$ cat src/sv/kfe_pkg.sv
// ----------------------------------------------------------------------------
// kfe_pkg: shared constants and types for the keyframe envelope evaluator
// Holds item kinds, curve shapes, arithmetic constants and the command and
// status groups that run between controller and datapath.
// ----------------------------------------------------------------------------
package kfe_pkg;

  localparam int POINT_DEPTH_DEF    = 1024;
  localparam int ENVELOPE_DEPTH_DEF = 64;

  localparam logic [1:0] KIND_WR_POINT = 2'd0;
  localparam logic [1:0] KIND_WR_ENV   = 2'd1;
  localparam logic [1:0] KIND_EVAL     = 2'd2;

  localparam logic [2:0] SHAPE_STEP   = 3'd0;
  localparam logic [2:0] SHAPE_SLOW   = 3'd2;
  localparam logic [2:0] SHAPE_FAST   = 3'd3;
  localparam logic [2:0] SHAPE_SMOOTH = 3'd4;

  // milliseconds to microseconds
  localparam logic [9:0]  MS_TO_US       = 10'd1000;
  // 64*pi/180 in Q30
  localparam logic [31:0] DEG_TO_RAD_Q30 = 32'd1199381129;
  localparam logic [16:0] FRAC_ONE       = 17'd65536;

  localparam int QUERY_W = 48;
  localparam int TIME_W  = 31;
  localparam int TUS_W   = 41;

  typedef struct packed {
    logic wr_pt;
    logic wr_env;
    logic eval_acc;
    logic env_cap;
    logic start_red;
    logic rd_last;
    logic cap_last;
    logic mod_step;
    logic rd_start;
    logic cap_p0;
    logic scan_adv;
    logic hit;
    logic frac_step;
    logic frac_first;
    logic use_last;
    logic sq;
    logic cu;
    logic shp;
    logic lerp;
    logic sum;
    logic rad;
    logic out_ok;
    logic out_err;
  } kfe_cmd_t;

  typedef struct packed {
    logic env_bad;
    logic len_zero;
    logic start_ge;
    logic n_one;
    logic seg_hit;
    logic seg_end;
  } kfe_status_t;

endpackage

$ cat src/sv/kfe_ctrl.sv
// ----------------------------------------------------------------------------
// kfe_ctrl: sequencer of the envelope evaluator
// Steps one evaluate transaction through lookup, time wrap, segment scan,
// fraction division, shaping, interpolation and output.
// ----------------------------------------------------------------------------
module kfe_ctrl (
  input  logic                 clk,
  input  logic                 rst_n,
  input  logic                 start,
  input  logic [1:0]           in_kind,
  output logic                 busy,
  output kfe_pkg::kfe_cmd_t    cmd,
  input  kfe_pkg::kfe_status_t status
);
  import kfe_pkg::*;

  typedef enum logic [17:0] {
    ST_IDLE  = 18'b000000000000000001,
    ST_CHK   = 18'b000000000000000010,
    ST_RED   = 18'b000000000000000100,
    ST_LAST  = 18'b000000000000001000,
    ST_MOD   = 18'b000000000000010000,
    ST_S0RD  = 18'b000000000000100000,
    ST_S0CAP = 18'b000000000001000000,
    ST_SCAN  = 18'b000000000010000000,
    ST_FRAC  = 18'b000000000100000000,
    ST_SQ    = 18'b000000001000000000,
    ST_CU    = 18'b000000010000000000,
    ST_SHP   = 18'b000000100000000000,
    ST_LERP  = 18'b000001000000000000,
    ST_SUM   = 18'b000010000000000000,
    ST_RAD   = 18'b000100000000000000,
    ST_OUT   = 18'b001000000000000000,
    ST_ERR   = 18'b010000000000000000,
    ST_FALL  = 18'b100000000000000000
  } kfe_state_t;

  localparam logic [5:0] MOD_STEPS_M1  = 6'd47;
  localparam logic [5:0] FRAC_STEPS_M1 = 6'd16;

  kfe_state_t state_r, state_nxt;
  logic [5:0] cnt_r, cnt_nxt;
  logic       idle;

  assign idle = (state_r == ST_IDLE);
  assign busy = !idle;

  always_comb begin
    state_nxt = state_r;
    cnt_nxt   = cnt_r;
    cmd       = '0;
    case (state_r)
      ST_IDLE: begin
        if (start) begin
          cmd.wr_pt    = (in_kind == KIND_WR_POINT);
          cmd.wr_env   = (in_kind == KIND_WR_ENV);
          cmd.eval_acc = (in_kind == KIND_EVAL);
          if (in_kind == KIND_EVAL) begin
            state_nxt = ST_CHK;
          end
        end
      end
      ST_CHK: begin
        if (status.env_bad || status.len_zero) begin
          state_nxt = ST_ERR;
        end else begin
          cmd.env_cap = 1'b1;
          state_nxt   = ST_RED;
        end
      end
      ST_RED: begin
        // bring the first point index into the table range
        if (status.start_ge) begin
          cmd.start_red = 1'b1;
        end else begin
          cmd.rd_last = 1'b1;
          state_nxt   = ST_LAST;
        end
      end
      ST_LAST: begin
        cmd.cap_last = 1'b1;
        cnt_nxt      = MOD_STEPS_M1;
        state_nxt    = status.n_one ? ST_FALL : ST_MOD;
      end
      ST_MOD: begin
        cmd.mod_step = 1'b1;
        cnt_nxt      = cnt_r - 1'b1;
        if (cnt_r == '0) begin
          state_nxt = ST_S0RD;
        end
      end
      ST_S0RD: begin
        cmd.rd_start = 1'b1;
        state_nxt    = ST_S0CAP;
      end
      ST_S0CAP: begin
        cmd.cap_p0 = 1'b1;
        state_nxt  = ST_SCAN;
      end
      ST_SCAN: begin
        if (status.seg_hit) begin
          cmd.hit   = 1'b1;
          cnt_nxt   = FRAC_STEPS_M1;
          state_nxt = ST_FRAC;
        end else if (status.seg_end) begin
          state_nxt = ST_FALL;
        end else begin
          cmd.scan_adv = 1'b1;
        end
      end
      ST_FRAC: begin
        cmd.frac_step  = 1'b1;
        cmd.frac_first = (cnt_r == FRAC_STEPS_M1);
        cnt_nxt        = cnt_r - 1'b1;
        if (cnt_r == '0) begin
          state_nxt = ST_SQ;
        end
      end
      ST_SQ: begin
        cmd.sq    = 1'b1;
        state_nxt = ST_CU;
      end
      ST_CU: begin
        cmd.cu    = 1'b1;
        state_nxt = ST_SHP;
      end
      ST_SHP: begin
        cmd.shp   = 1'b1;
        state_nxt = ST_LERP;
      end
      ST_FALL: begin
        cmd.use_last = 1'b1;
        state_nxt    = ST_LERP;
      end
      ST_LERP: begin
        cmd.lerp  = 1'b1;
        state_nxt = ST_SUM;
      end
      ST_SUM: begin
        cmd.sum   = 1'b1;
        state_nxt = ST_RAD;
      end
      ST_RAD: begin
        cmd.rad   = 1'b1;
        state_nxt = ST_OUT;
      end
      ST_OUT: begin
        cmd.out_ok = 1'b1;
        state_nxt  = ST_IDLE;
      end
      ST_ERR: begin
        cmd.out_err = 1'b1;
        state_nxt   = ST_IDLE;
      end
      default: begin
        state_nxt = ST_IDLE;
      end
    endcase
  end

  always_ff @(posedge clk) begin
    if (!rst_n) begin
      state_r <= ST_IDLE;
      cnt_r   <= '0;
    end else begin
      state_r <= state_nxt;
      cnt_r   <= cnt_nxt;
    end
  end

endmodule

$ cat config.mk
export PLATFORM = sky130hd
export DESIGN_NAME = kfe_ctrl
export DESIGN_NICKNAME = d
export VERILOG_FILES = /design/src/sv/kfe_pkg.sv /design/src/sv/kfe_ctrl.sv
export SDC_FILE = /design/constraint.sdc
export NUM_CORES = 1
export LEC_CHECK = 0
export BUFFER_PORTS_ARGS = -buffer_cell sky130_fd_sc_hd__buf_2
export CAP_MARGIN = 20
export CORE_ASPECT_RATIO = 1.1
export CORE_MARGIN = 10
export CORE_UTILIZATION = 30
export DETAILED_ROUTE_END_ITERATION = 7
export HOLD_SLACK_MARGIN = 0.06
export PLACE_DENSITY = 0.52
export SYNTH_ARGS = -nofsm -noshare
export SYNTH_HDL_FRONTEND = slang
export SYNTH_SLANG_ARGS = --single-unit
$ cat constraint.sdc
create_clock -name clk -period 2.3 [get_ports clk]
set_input_delay 0.115 -clock clk [delete_from_list [all_inputs] [get_ports clk]]
set_output_delay 0.115 -clock clk [all_outputs]
set_load 0.02 [all_outputs]
Word-level counts from Yosys, hierarchy flattened
Cells that the tools add are included.
{"block": "classes", "n_addsub": 1, "reduce_logical": 9, "muxes": 37, "eq_ne": 28}
{"operator": "18-bit one-hot mux with 15 select lines", "count": 1}
{"operator": "18-bit 2-to-1 mux", "count": 8}
{"operator": "1-bit 2-to-1 mux", "count": 20}
{"operator": "18-bit by 1-bit equality test with 1-bit output (second input constant)", "count": 1}
{"operator": "18-bit by 10-bit equality test with 1-bit output (second input constant)", "count": 1}
{"operator": "18-bit by 11-bit equality test with 1-bit output (second input constant)", "count": 1}
{"operator": "18-bit by 12-bit equality test with 1-bit output (second input constant)", "count": 1}
{"operator": "18-bit by 13-bit equality test with 1-bit output (second input constant)", "count": 1}
{"operator": "18-bit by 14-bit equality test with 1-bit output (second input constant)", "count": 1}
{"operator": "18-bit by 15-bit equality test with 1-bit output (second input constant)", "count": 1}
{"operator": "18-bit by 16-bit equality test with 1-bit output (second input constant)", "count": 1}
{"operator": "18-bit by 17-bit equality test with 1-bit output (second input constant)", "count": 1}
{"operator": "18-bit equality test (second input constant)", "count": 1}
{"operator": "18-bit by 2-bit equality test with 1-bit output (second input constant)", "count": 1}
{"operator": "18-bit by 3-bit equality test with 1-bit output (second input constant)", "count": 1}
{"operator": "18-bit by 4-bit equality test with 1-bit output (second input constant)", "count": 1}
{"operator": "18-bit by 5-bit equality test with 1-bit output (second input constant)", "count": 1}
{"operator": "18-bit by 6-bit equality test with 1-bit output (second input constant)", "count": 1}
{"operator": "18-bit by 7-bit equality test with 1-bit output (second input constant)", "count": 1}
{"operator": "18-bit by 8-bit equality test with 1-bit output (second input constant)", "count": 1}
{"operator": "18-bit by 9-bit equality test with 1-bit output (second input constant)", "count": 1}
{"operator": "6-bit one-hot mux with 3 select lines", "count": 1}
{"operator": "17-bit 2-to-1 mux", "count": 1}
{"operator": "2-bit != test (second input constant)", "count": 5}
{"operator": "other kinds (17)", "count": 21}
{"block": "word_totals", "register_bits": 24, "inputBits": 11}

Depth between registers and ports, before layout
Gate-level depths: netlist of the first run.
{"block": "logic_depth", "ltp_word": 4, "mapped_depth": 8, "ltp_nobuf": 7}

Worst setup path before layout of the first run
OpenSTA, ideal clock, no wires.
{"block": "synth_timing", "kind": "reg-to-output", "start": "register state_r[13]", "end": "output cmd[22] (netlist name)", "setup_slack_ns": -0.009, "stages_incl_launch_ff": 7, "required_ns": 2.185, "path_buffers": 1, "t_arrival_ns": 2.194, "path_cell_list": "dfxtp_1 -> buf_2 -> or4_4 -> nor4_4 -> nand2_1 -> nor3b_1 -> nor2b_1"}
{"element": "start, declared", "line_no": "kfe_ctrl.sv:41", "source": "kfe_state_t state_r, state_nxt;"}
{"element": "start signal, assigned", "line_no": "kfe_ctrl.sv:166", "source": "state_r <= state_nxt;"}
{"element": "end, declared", "line_no": "kfe_ctrl.sv:12", "source": "output kfe_pkg::kfe_cmd_t cmd,"}

==> results of run 1 <==
power by group:
| group | internal, uW | switching (uW) |
|---|---|---|
| clock network | 117 | 137 |
| registers | 426 | 6.32 |
| logic | 153 | 190 |
critical path, stage by stage (launching register included):
cell and delay (ns):
dfxtp_1 0.32, or4_4 0.60, nor4_4 0.35, buf_4 0.18
buf_4 0.10, nand2_1 0.06, nor2_1 0.12, buf_4 0.15
final timing paths:
kind                    start    endpoint  slack, ns  cells after the start
setup reg to reg  state_r[12]    cnt_r[5]       0.18                      6
hold reg to reg      cnt_r[0]    cnt_r[0]       0.57                      2
setup / recovery  state_r[12]     cmd[17]       0.04                      7
hold / removal      status[2]  state_r[4]       0.12                      3
metal layers:
layer | global-route usage, % | share of wire (%)
met5 | 0 | 0
met4 | 2.83 | 0.97
met3 | 2.90 | 4.9
met2 | 18.0 | 49
met1 | 13.2 | 45
cell usage in the layout, fill, tap and decap left out, types with 3 or more instances in the layout:
| master | n |
|---|---|
| nand2b_1 | 3 |
| and3_1 | 4 |
| nand4_1 | 4 |
| or4_4 | 4 |
| dfxtp_1 | 23 |
| nor4_4 | 6 |
| nor4b_1 | 10 |
| o211a_1 | 3 |
| inv_1 | 7 |
| buf_4 | 28 |
| o21a_1 | 4 |
| clkbuf_8 | 3 |
| or3_1 | 3 |
| nand2_1 | 16 |
| o21ai_0 | 3 |
| nor3b_1 | 4 |
| and2_1 | 3 |
| nor2_1 | 19 |
| nor4_1 | 5 |
| nor3_1 | 10 |
| o31a_1 | 3 |
| buf_2 | 29 |
what timing repair did:
item,CTS,global route
hold endpoints to repair,0,0
pin swaps,3,5
setup buffers,2,2
resized for setup,7,13
setup endpoints to repair,8,15
flip-flops by register name, summed over array words and instances, names as in the netlist:
register  count
state_r      18
cnt_r         6
cells by family (layout without fill, tap and decap cells):
kind of cell               after synthesis  after routing
and+or+nand+nor                        108            108
AOI/OAI and AO/OA                       28             28
DFF                                     24             24
buffers and inverters                   15             71
xor gates and xnor gates                 3              3
adders and majority gates                2              2
per-stage QoR:
| stage | setup slack, ns | hold slack, ns | total power, uW |
|---|---|---|---|
| 3_3_place_gp | 0.149 | 0.369 | 758 |
| 3_5_place_dp | 0.155 | 0.388 | 756 |
| 4_1_cts | 0.0181 | 0.106 | 1020 |
| 2_1_floorplan | 0.0771 | 0.254 | 631 |
| 5_1_grt | -0.0587 | 0.113 | 1080 |
| 6_report | 0.0422 | 0.120 | 1030 |
final cells by class:
class	count	area, sq um	share of cell area, %
timing repair buffer	59	378	18.3
sequential	24	482	23.3
clock buffer	3	41.3	2.00
multi-input combinational	141	1060	51.2
inverter	9	33.8	1.64
tap	58	72.6	3.52
==> results.ini, run 1 <==
[status]
status = finished clean

[global_route]
antenna_found_initial = 0
grt_use_total_pct = 10.7
grt_pass1_vias = 1512
grt_max_degree = 14
grt_pass1_wl_um = 7310
grt_overflow_total = 0

[timing]
rsz0062_at_grt = true
hold_viol = 0
slew_headroom_pct = 56.0
clock.fmax_ghz = 0.443
worst_pin_slew_ns = 0.651
setup_tns_ns = 0
period_share_pct = 98.2
min_period_ns = 2.26
slew_viol_final = 0
setup_viol = 0
skew_ns = 0.00408

[floorplan]
num_rows = 27
fp.dieH_um = 95.1
core_area_sq_um = 5000
ios = 35
initial_core_util_pct = 30.8
die_x_um = 88.3
die-area_sq_um = 8400

[clock_tree]
root_buffer = clkbuf_8
cts_buffers = 3
cts_tree = yes
htreeDepth = 1
cts_num_sinks = 24
clk_pin_slew_ns = 0.09
worstSkewPairLatency_ns = 0.27
ctsHoldBuffers = 0
cts_buffer_depth = 2

[worst_setup_path]
worstSetupPathType = register to output pin
critical_path_arrival_ns = 2.14
worstPathMaxFanout = 5
worstSetupStartpointType = register
critPathCaptureType = output pin
worstPathRequired_ns = 2.18

[cells_and_area]
area_growth_pct = 34.1
fin_nets = 251
fin_area_sq_um = 2060
fillCellCount = 524
antennaDiodeCount = 0
drive_gt1_share_pct = 36.9
finalNonFillerCells = 294
fin_util_pct = 41.3

[routing]
drc_errors = 0
drt-total-wl_um = 4350
avgRoutedWirePerCell_um = 14.8
dr.pass1.iters = 4
vias = 1545
avgViaCountPerCell = 5.26
drt_iter0_markers = 79
ant_nets = 0

[synthesis]
synth_area_leaders = dfxtp_1 31%, nor4b_1 5.7%, nor2_1 4.6%
synthAdderAreaFrac_pct = 1.63
ys_types = 49
synth_common_cells = 24 x dfxtp_1, 19 x nor2_1, 16 x nand2_1
yosysMostFrequentCell = dfxtp_1
synth_top_area_share_pct = 31.2
synth-compound-area-share_pct = 14.6
async_reset_ff_share_pct = 0
yosysTopAreaCell = dfxtp_1
synth_edf_count = 0
synth.avg_cell_area_sq_um = 8.55
synth-simple-area-share_pct = 46.2
yosys-mux-area-fraction_pct = 0
synthFlopType = dfxtp_1
synth_nets = 193
synth_top_family_by_area = simple AND/OR/NAND/NOR gates
yosys_warnings = 0
ys_ff_latch = 24
synthCells = 180
synth_xor_area_share_pct = 1.71
yosysSeqAreaShare_pct = 31.2
synth_area_sq_um = 1540

[placement]
dp_hpwl_um = 3480
placed_area_sq_um = 1900
portBuffers = 34
place_congestion = 0.779
placedCellCount = 287

[power]
vdd_drop_max_mv = 0.201
leakage_uw = 0.000907
powerDensity_nw_per_um2 = 499

[min_path]
hp-class = primary input to register

[run]
cap_violations = 0

No activity file was read; power rests on OpenSTA's default activity.
==> run 2, diff against run 1 <==
Settings changed: CORE_UTILIZATION 30 to 40, MAX_ROUTING_LAYER from default to met4, PLACE_DENSITY 0.52 to 0.65.
==> results.ini, run 2 (same netlist as run 1, synthesis figures left out) <==
[status]
status = finished clean

[power]
clockPowerShare_pct = 27.0  ; +2.3 points
p_comb_share_pct = 30.8  ; -2.5 points
p_switching_uw = 344  ; +3.4%
powerDensity_nw_per_um2 = 515  ; +3.3%
p_sw_share_pct = 32.1  ; -0.32 points
seq_power_share_pct = 42.2  ; +0.2 points
intPower_uw = 730  ; +4.9%
vdd_drop_max_mv = 0.203  ; +0.76%
leakage_uw = 0.000902  ; -0.61%

[worst_setup_path]
cp_slowest_stage_delay_ns = 0.58  ; -0.02 ns
startpoint = state_r[9]
crit_path_top_delay_cell = or4_4
worstPathRequired_ns = 2.18  ; about the same
critPathCaptureType = output pin
crit_cells = 6  ; -1
crit_family = simple AND/OR/NAND/NOR gates
cp_cell_sequence = or4_4, nor4_4, buf_4, nand2_4, nor3_4, buf_6
critical_path_arrival_ns = 2.16  ; +0.02 ns
worstPathMaxFanout = 4  ; -1
worstSetupPathType = register to output pin
reg2reg_depth = 6  ; unchanged
cp_num_buf_inv = 2  ; -1
r2r_start = state_r[9]
r2r_end = cnt_r[5]
worstSetupStartpointType = register
rrSetupSlack_ns = 0.11  ; -0.07 ns
critPathCapture = cmd[19]

[cells_and_area]
top_regs = state_r (18), cnt_r (6)
final_common_cell = buf_2
multi_input_area_sq_um = 1100  ; +4.0%
final_cell_mix = 29 x buf_2, 20 x buf_4, 19 x nor2_1, 17 x dfxtp_1, 13 x nand2_1
regMostFlops = state_r
fin_util_pct = 56.6  ; +15 points
fin_nets = 244  ; -2.8%
fin_area_sq_um = 2080  ; +1.0%
area_growth_pct = 35.4
largest_reg_flops = 18  ; unchanged
regArea_sq_um = 497  ; +3.1%
antennaDiodeCount = 0  ; unchanged
fillCellCount = 348  ; -34%
drive_gt1_share_pct = 40.9  ; +4.0 points

[routing]
drt-total-wl_um = 4290  ; -1.4%
drt_iter0_markers = 73  ; -7.6%
ant_nets = 0  ; unchanged
drc_errors = 0  ; unchanged
avgViaCountPerCell = 5.62  ; +7.0%
avgRoutedWirePerCell_um = 15.3  ; +3.5%
vias = 1574  ; +1.9%
dr.pass1.iters = 4  ; unchanged

[clock_tree]
clk_pin_slew_ns = 0.09  ; about the same
htreeDepth = 1  ; unchanged
worstSkewPairLatency_ns = 0.26  ; about the same
root_buffer = clkbuf_8
cts_num_sinks = 24  ; unchanged
cts_buffers = 3  ; unchanged
cts_buffer_depth = 2  ; unchanged
cts_tree = yes

[placement]
dp_hpwl_um = 3100  ; -11%
place_congestion = 0.825  ; +5.9%
portBuffers = 34  ; unchanged
placed_area_sq_um = 1830  ; -3.8%

[floorplan]
initial_core_util_pct = 41.8  ; +11 points
ios = 35  ; unchanged
die_x_um = 79.1  ; -10%
core_area_sq_um = 3680  ; -26%
fp.dieH_um = 85.1  ; -11%
num_rows = 23  ; -15%
die-area_sq_um = 6730  ; -20%

[run]
cap_violations = 0  ; unchanged

[global_route]
grt_pass1_vias = 1459  ; -3.5%
antenna_found_initial = 0  ; unchanged
grt_overflow_total = 0  ; unchanged
grt_max_degree = 14  ; unchanged
grt_use_total_pct = 11.8  ; +1.1 points
grt_pass1_wl_um = 6570  ; -10%

[timing]
clock.fmax_ghz = 0.439  ; -0.87%
rsz0062_at_grt = true
min_period_ns = 2.28  ; +0.0197 ns
hold_viol = 0  ; unchanged
setup_viol = 0  ; unchanged
slew_viol_final = 0  ; unchanged
worst_pin_slew_ns = 0.706  ; +0.0551 ns
skew_ns = 0.00203  ; -0.00204 ns
holdWs_ns = 0.109  ; -0.0113 ns
period_share_pct = 99.0  ; +0.86 points
slew_headroom_pct = 52.3  ; -3.7 points
setup_tns_ns = 0  ; unchanged

[min_path]
hp-class = primary input to register

[run 2: cell count changes in the layout (fill, tap and decap cells not counted), moves of 2 or more]
cell     previous run  this run
dfxtp_4             0         3
nand2_1            16        13
dfxtp_1            23        17
nand2_2             0         2
buf_4              28        20
or3_1               3         1
or3_4               0         2
dfxtp_2             1         4
[run 2: stage by stage]
stage | instances | setup slack, ns | total power, uW
CTS | 274 | 0.00162 | 1030
detailed placement | 269 | 0.147 | 740
finish | 280 | 0.0225 | 1070
global placement | 269 | 0.175 | 742
floorplan | 180 | 0.0771 | 631
global route | 280 | -0.0614 | 1120
[run 2: worst reg2reg max path: stages, from the launching register on]
cell and delay, ns:
dfxtp_4 0.35, or4_4 0.58, buf_4 0.16, a2bb2o_4 0.22, nand3_4 0.13, o311a_1 0.37, o31a_1 0.27
[run 2: cell type report]
class,count,area share [%]
multi-input cells,141,52.7
flip-flops and latches,24,23.8
repair buffers,52,16.2
well taps,50,3.00
clock buffers,4,2.64
inverters,9,1.62
[run 2: how the worst min path moves through the flow]
stage               startpoint          end  slack [ns]  cells after the start
global placement     status[2]  state_r[17]        0.38                      3
global route         status[2]  state_r[17]        0.11                      3
floorplan            status[2]  state_r[17]        0.25                      2
CTS                  status[2]  state_r[17]        0.11                      3
finish               status[2]  state_r[17]        0.11                      3
detailed placement   status[2]  state_r[17]        0.38                      3
[run 2: metal layers]
layer / share of wire [%] / routed length, um / vias up / global-route usage [%]
met1: 44 / 1870 / 756 / 14.0
met3: 4.7 / 201 / 2 / 2.43
met4: 0.56 / 24 / 0 / 2.77
met2: 51 / 2190 / 34 / 20.0
li1: - / - / 782 / -
met5: 0 / 0 / - / -
[run 2: what timing repair did]
action / in CTS / in global routing
cloned: 0 / 0
hold buffers: 0 / 0
pin swaps: 2 / 11
resized for setup: 5 / 34
buffers inserted: 1 / 6
setup endpoints to repair: 3 / 17
[run 2: power by group through the flow]
stage	clock (uW)	combinational (uW)	sequential, uW
3_5_place_dp	0	277	463
5_1_grt	305	360	456
3_3_place_gp	0	279	463
4_1_cts	293	286	454
6_report	290	331	453
2_1_floorplan	0	173	458
==> run 3, diff against run 2 <==
Settings changed: ABC_AREA from default to 1, PLACE_DENSITY 0.65 to 0.64.
==> results.ini, run 3 <==
[clock_tree]
htreeDepth = 1  ; unchanged
root_buffer = clkbuf_8
cts_tree = yes
cts_buffer_depth = 2  ; unchanged
cts_buffers = 3  ; unchanged
clk_pin_slew_ns = 0.08  ; about the same
worstSkewPairLatency_ns = 0.26  ; about the same
cts_num_sinks = 24  ; unchanged
ctsHoldBuffers = 0  ; unchanged
cts_setup_buffers = 0  ; -1
post_cts_resized = 0  ; -5

[timing]
setup_tns_ns = 0  ; unchanged
period_share_pct = 82.7  ; -16 points
skew_ns = 0.00520  ; +0.00316 ns
setup_viol = 0  ; unchanged
hold_viol = 0  ; unchanged
slew_viol_final = 0  ; unchanged
clock.fmax_ghz = 0.526  ; +20%
min_period_ns = 1.90  ; -0.376 ns
rsz0062_at_grt = false
worst_pin_slew_ns = 0.586  ; -0.120 ns
slew_headroom_pct = 60.7  ; +8.4 points

[synthesis]
ys_types = 35  ; -29%
async_reset_ff_share_pct = 0  ; unchanged
synth_edf_count = 0  ; unchanged
synthCells = 259  ; +44%
yosysMostFrequentCell = nor2_1
synth_area_sq_um = 1730  ; +12%
synth.avg_cell_area_sq_um = 6.66  ; -22%
synth_area_leaders = dfxtp_1 28%, nor2_1 9.8%, inv_1 9.4%
ys_ff_latch = 24  ; unchanged
yosys_warnings = 0  ; unchanged
yosysTopAreaCell = dfxtp_1
yosysSeqAreaShare_pct = 27.8  ; -3.4 points
synth_nets = 272  ; +41%
synth_common_cells = 45 x nor2_1, 43 x inv_1, 42 x nand2_1
synth_top_area_share_pct = 27.8  ; -3.4 points
synthFlopType = dfxtp_1

[cells_and_area]
regMostFlops = state_r
final_cell_mix = 45 x nor2_1, 43 x inv_1, 42 x nand2_1, 34 x buf_2, 24 x dfxtp_1
final_common_cell = nor2_1
antennaDiodeCount = 0  ; unchanged
largest_reg_flops = 18  ; unchanged
fin_util_pct = 46.8  ; -9.8 points
top_regs = state_r (18), cnt_r (6)
regArea_sq_um = 480  ; -3.3%
area_growth_pct = 14.4
fillCellCount = 482  ; +39%
drive_gt1_share_pct = 25.9  ; -15 points
multi_input_area_sq_um = 1040  ; -5.5%
fin_nets = 308  ; +26%

[worst_setup_path]
r2r_start = state_r[11]
startpoint = state_r[11]
worstSetupStartpointType = register
critPathCapture = cmd[19]
worstPathRequired_ns = 2.18  ; about the same
critical_path_arrival_ns = 1.79  ; -0.37 ns
r2r_end = state_r[4]
reg2reg_depth = 9  ; +3
critPathCaptureType = output pin
worstPathMaxFanout = 14  ; +10
rrSetupSlack_ns = 0.48  ; +0.37 ns
worstSetupPathType = register to output pin

[routing]
ant_nets = 0  ; unchanged
avgRoutedWirePerCell_um = 12.0  ; -21%
drt-total-wl_um = 4180  ; -2.5%
dr.pass1.iters = 4  ; unchanged
drc_errors = 0  ; unchanged
avgViaCountPerCell = 4.86  ; -14%
vias = 1685  ; +7.1%
drt_iter0_markers = 62  ; -15%

[power]
vdd_drop_max_mv = 0.303  ; +49%
intPower_uw = 711  ; -2.6%
seq_power_share_pct = 38.3  ; -3.9 points
p_switching_uw = 513  ; +49%
p_comb_share_pct = 41.5  ; +11 points
powerDensity_nw_per_um2 = 620  ; +20%
p_sw_share_pct = 41.9  ; +9.9 points
leakage_uw = 0.00106  ; +18%
clockPowerShare_pct = 20.2  ; -6.8 points

[global_route]
grt_pass1_wl_um = 7220  ; +9.9%
grt_max_degree = 18  ; +4
grt_use_total_pct = 12.7  ; +0.89 points
antenna_found_initial = 0  ; unchanged
grt_overflow_total = 0  ; unchanged
grt_pass1_vias = 1654  ; +13%

[floorplan]
die_x_um = 82.6  ; +4.4%
num_rows = 25  ; +8.7%
core_area_sq_um = 4220  ; +15%
die-area_sq_um = 7340  ; +9.1%
initial_core_util_pct = 40.9  ; -0.92 points
ios = 35  ; unchanged
fp.dieH_um = 88.9  ; +4.5%

[placement]
place_congestion = 0.806  ; -2.4%
portBuffers = 34  ; unchanged
dp_hpwl_um = 3390  ; +9.7%

[run]
cap_violations = 0  ; unchanged

[status]
status = finished clean

[min_path]
hp-class = primary input to register
whs_path_depth = 4  ; +1

==> run 3: critical path, stage by stage, from the launching register on <==
cell and delay (ns):
dfxtp_1 0.33, nor2_1 0.19, nand2_2 0.17, nor2_8 0.29, nand3_2 0.17, nor3_2 0.16
buf_2 0.19
==> run 3: how the worst min path moves through the flow <==
stage,from,slack [ns],endpoint
after global routing,status[5],0.14,state_r[16]
after floorplan,rst_n,0.24,cnt_r[3]
after detailed placement,status[2],0.40,state_r[4]
after global placement,status[2],0.40,state_r[4]
after CTS,status[2],0.11,state_r[4]
final,status[2],0.12,state_r[4]
==> run 3: metrics by stage <==
step	setup WS, ns	instances	hold WS [ns]	power (uW)	area (sq um)
3_3_place_gp	0.542	344	0.396	993	1930
3_5_place_dp	0.493	344	0.402	994	1930
6_report	0.399	347	0.120	1220	1970
4_1_cts	0.384	347	0.112	1240	1970
2_1_floorplan	0.479	259	0.235	910	1730
5_1_grt	0.206	347	0.138	1320	1970
==> run 3: layout make-up <==
cell class                      instances  share of cell area [%]
Clock buffer                            3                    2.09
Inverter                               47                    8.94
Multi-Input combinational cell        185                    52.6
Sequential cell                        24                    24.3
Tap cell                               54                    3.42
Timing Repair Buffer                   34                    8.62
==> run 3: logic make-up after synthesis <==
kind of cell / share of synthesized area, %
fa+ha+maj: 1.45
buf+inv: 12.0
flops: 27.8
xor+xnor: 2.03
compound gates: 3.55
simple gates: 53.2
==> run 3: per-layer routing <==
metal | wire, um | share of wire [%] | GRT usage (%) | vias to the layer above
met5 | 0 | 0 | - | -
met1 | 1930 | 46 | 15.0 | 754
met3 | 180 | 4.3 | 1.93 | 8
met4 | 64 | 1.5 | 4.11 | 0
met2 | 2000 | 48 | 21.6 | 39
li1 | - | - | - | 884
==> run 3: power by group through the flow <==
stage / Sequential, uW / Combinational [uW] / Clock (uW)
2_1_floorplan: 474 / 436 / 0
4_1_cts: 468 / 517 / 259
3_3_place_gp: 478 / 515 / 0
6_report: 468 / 508 / 247
5_1_grt: 473 / 576 / 275
3_5_place_dp: 478 / 516 / 0
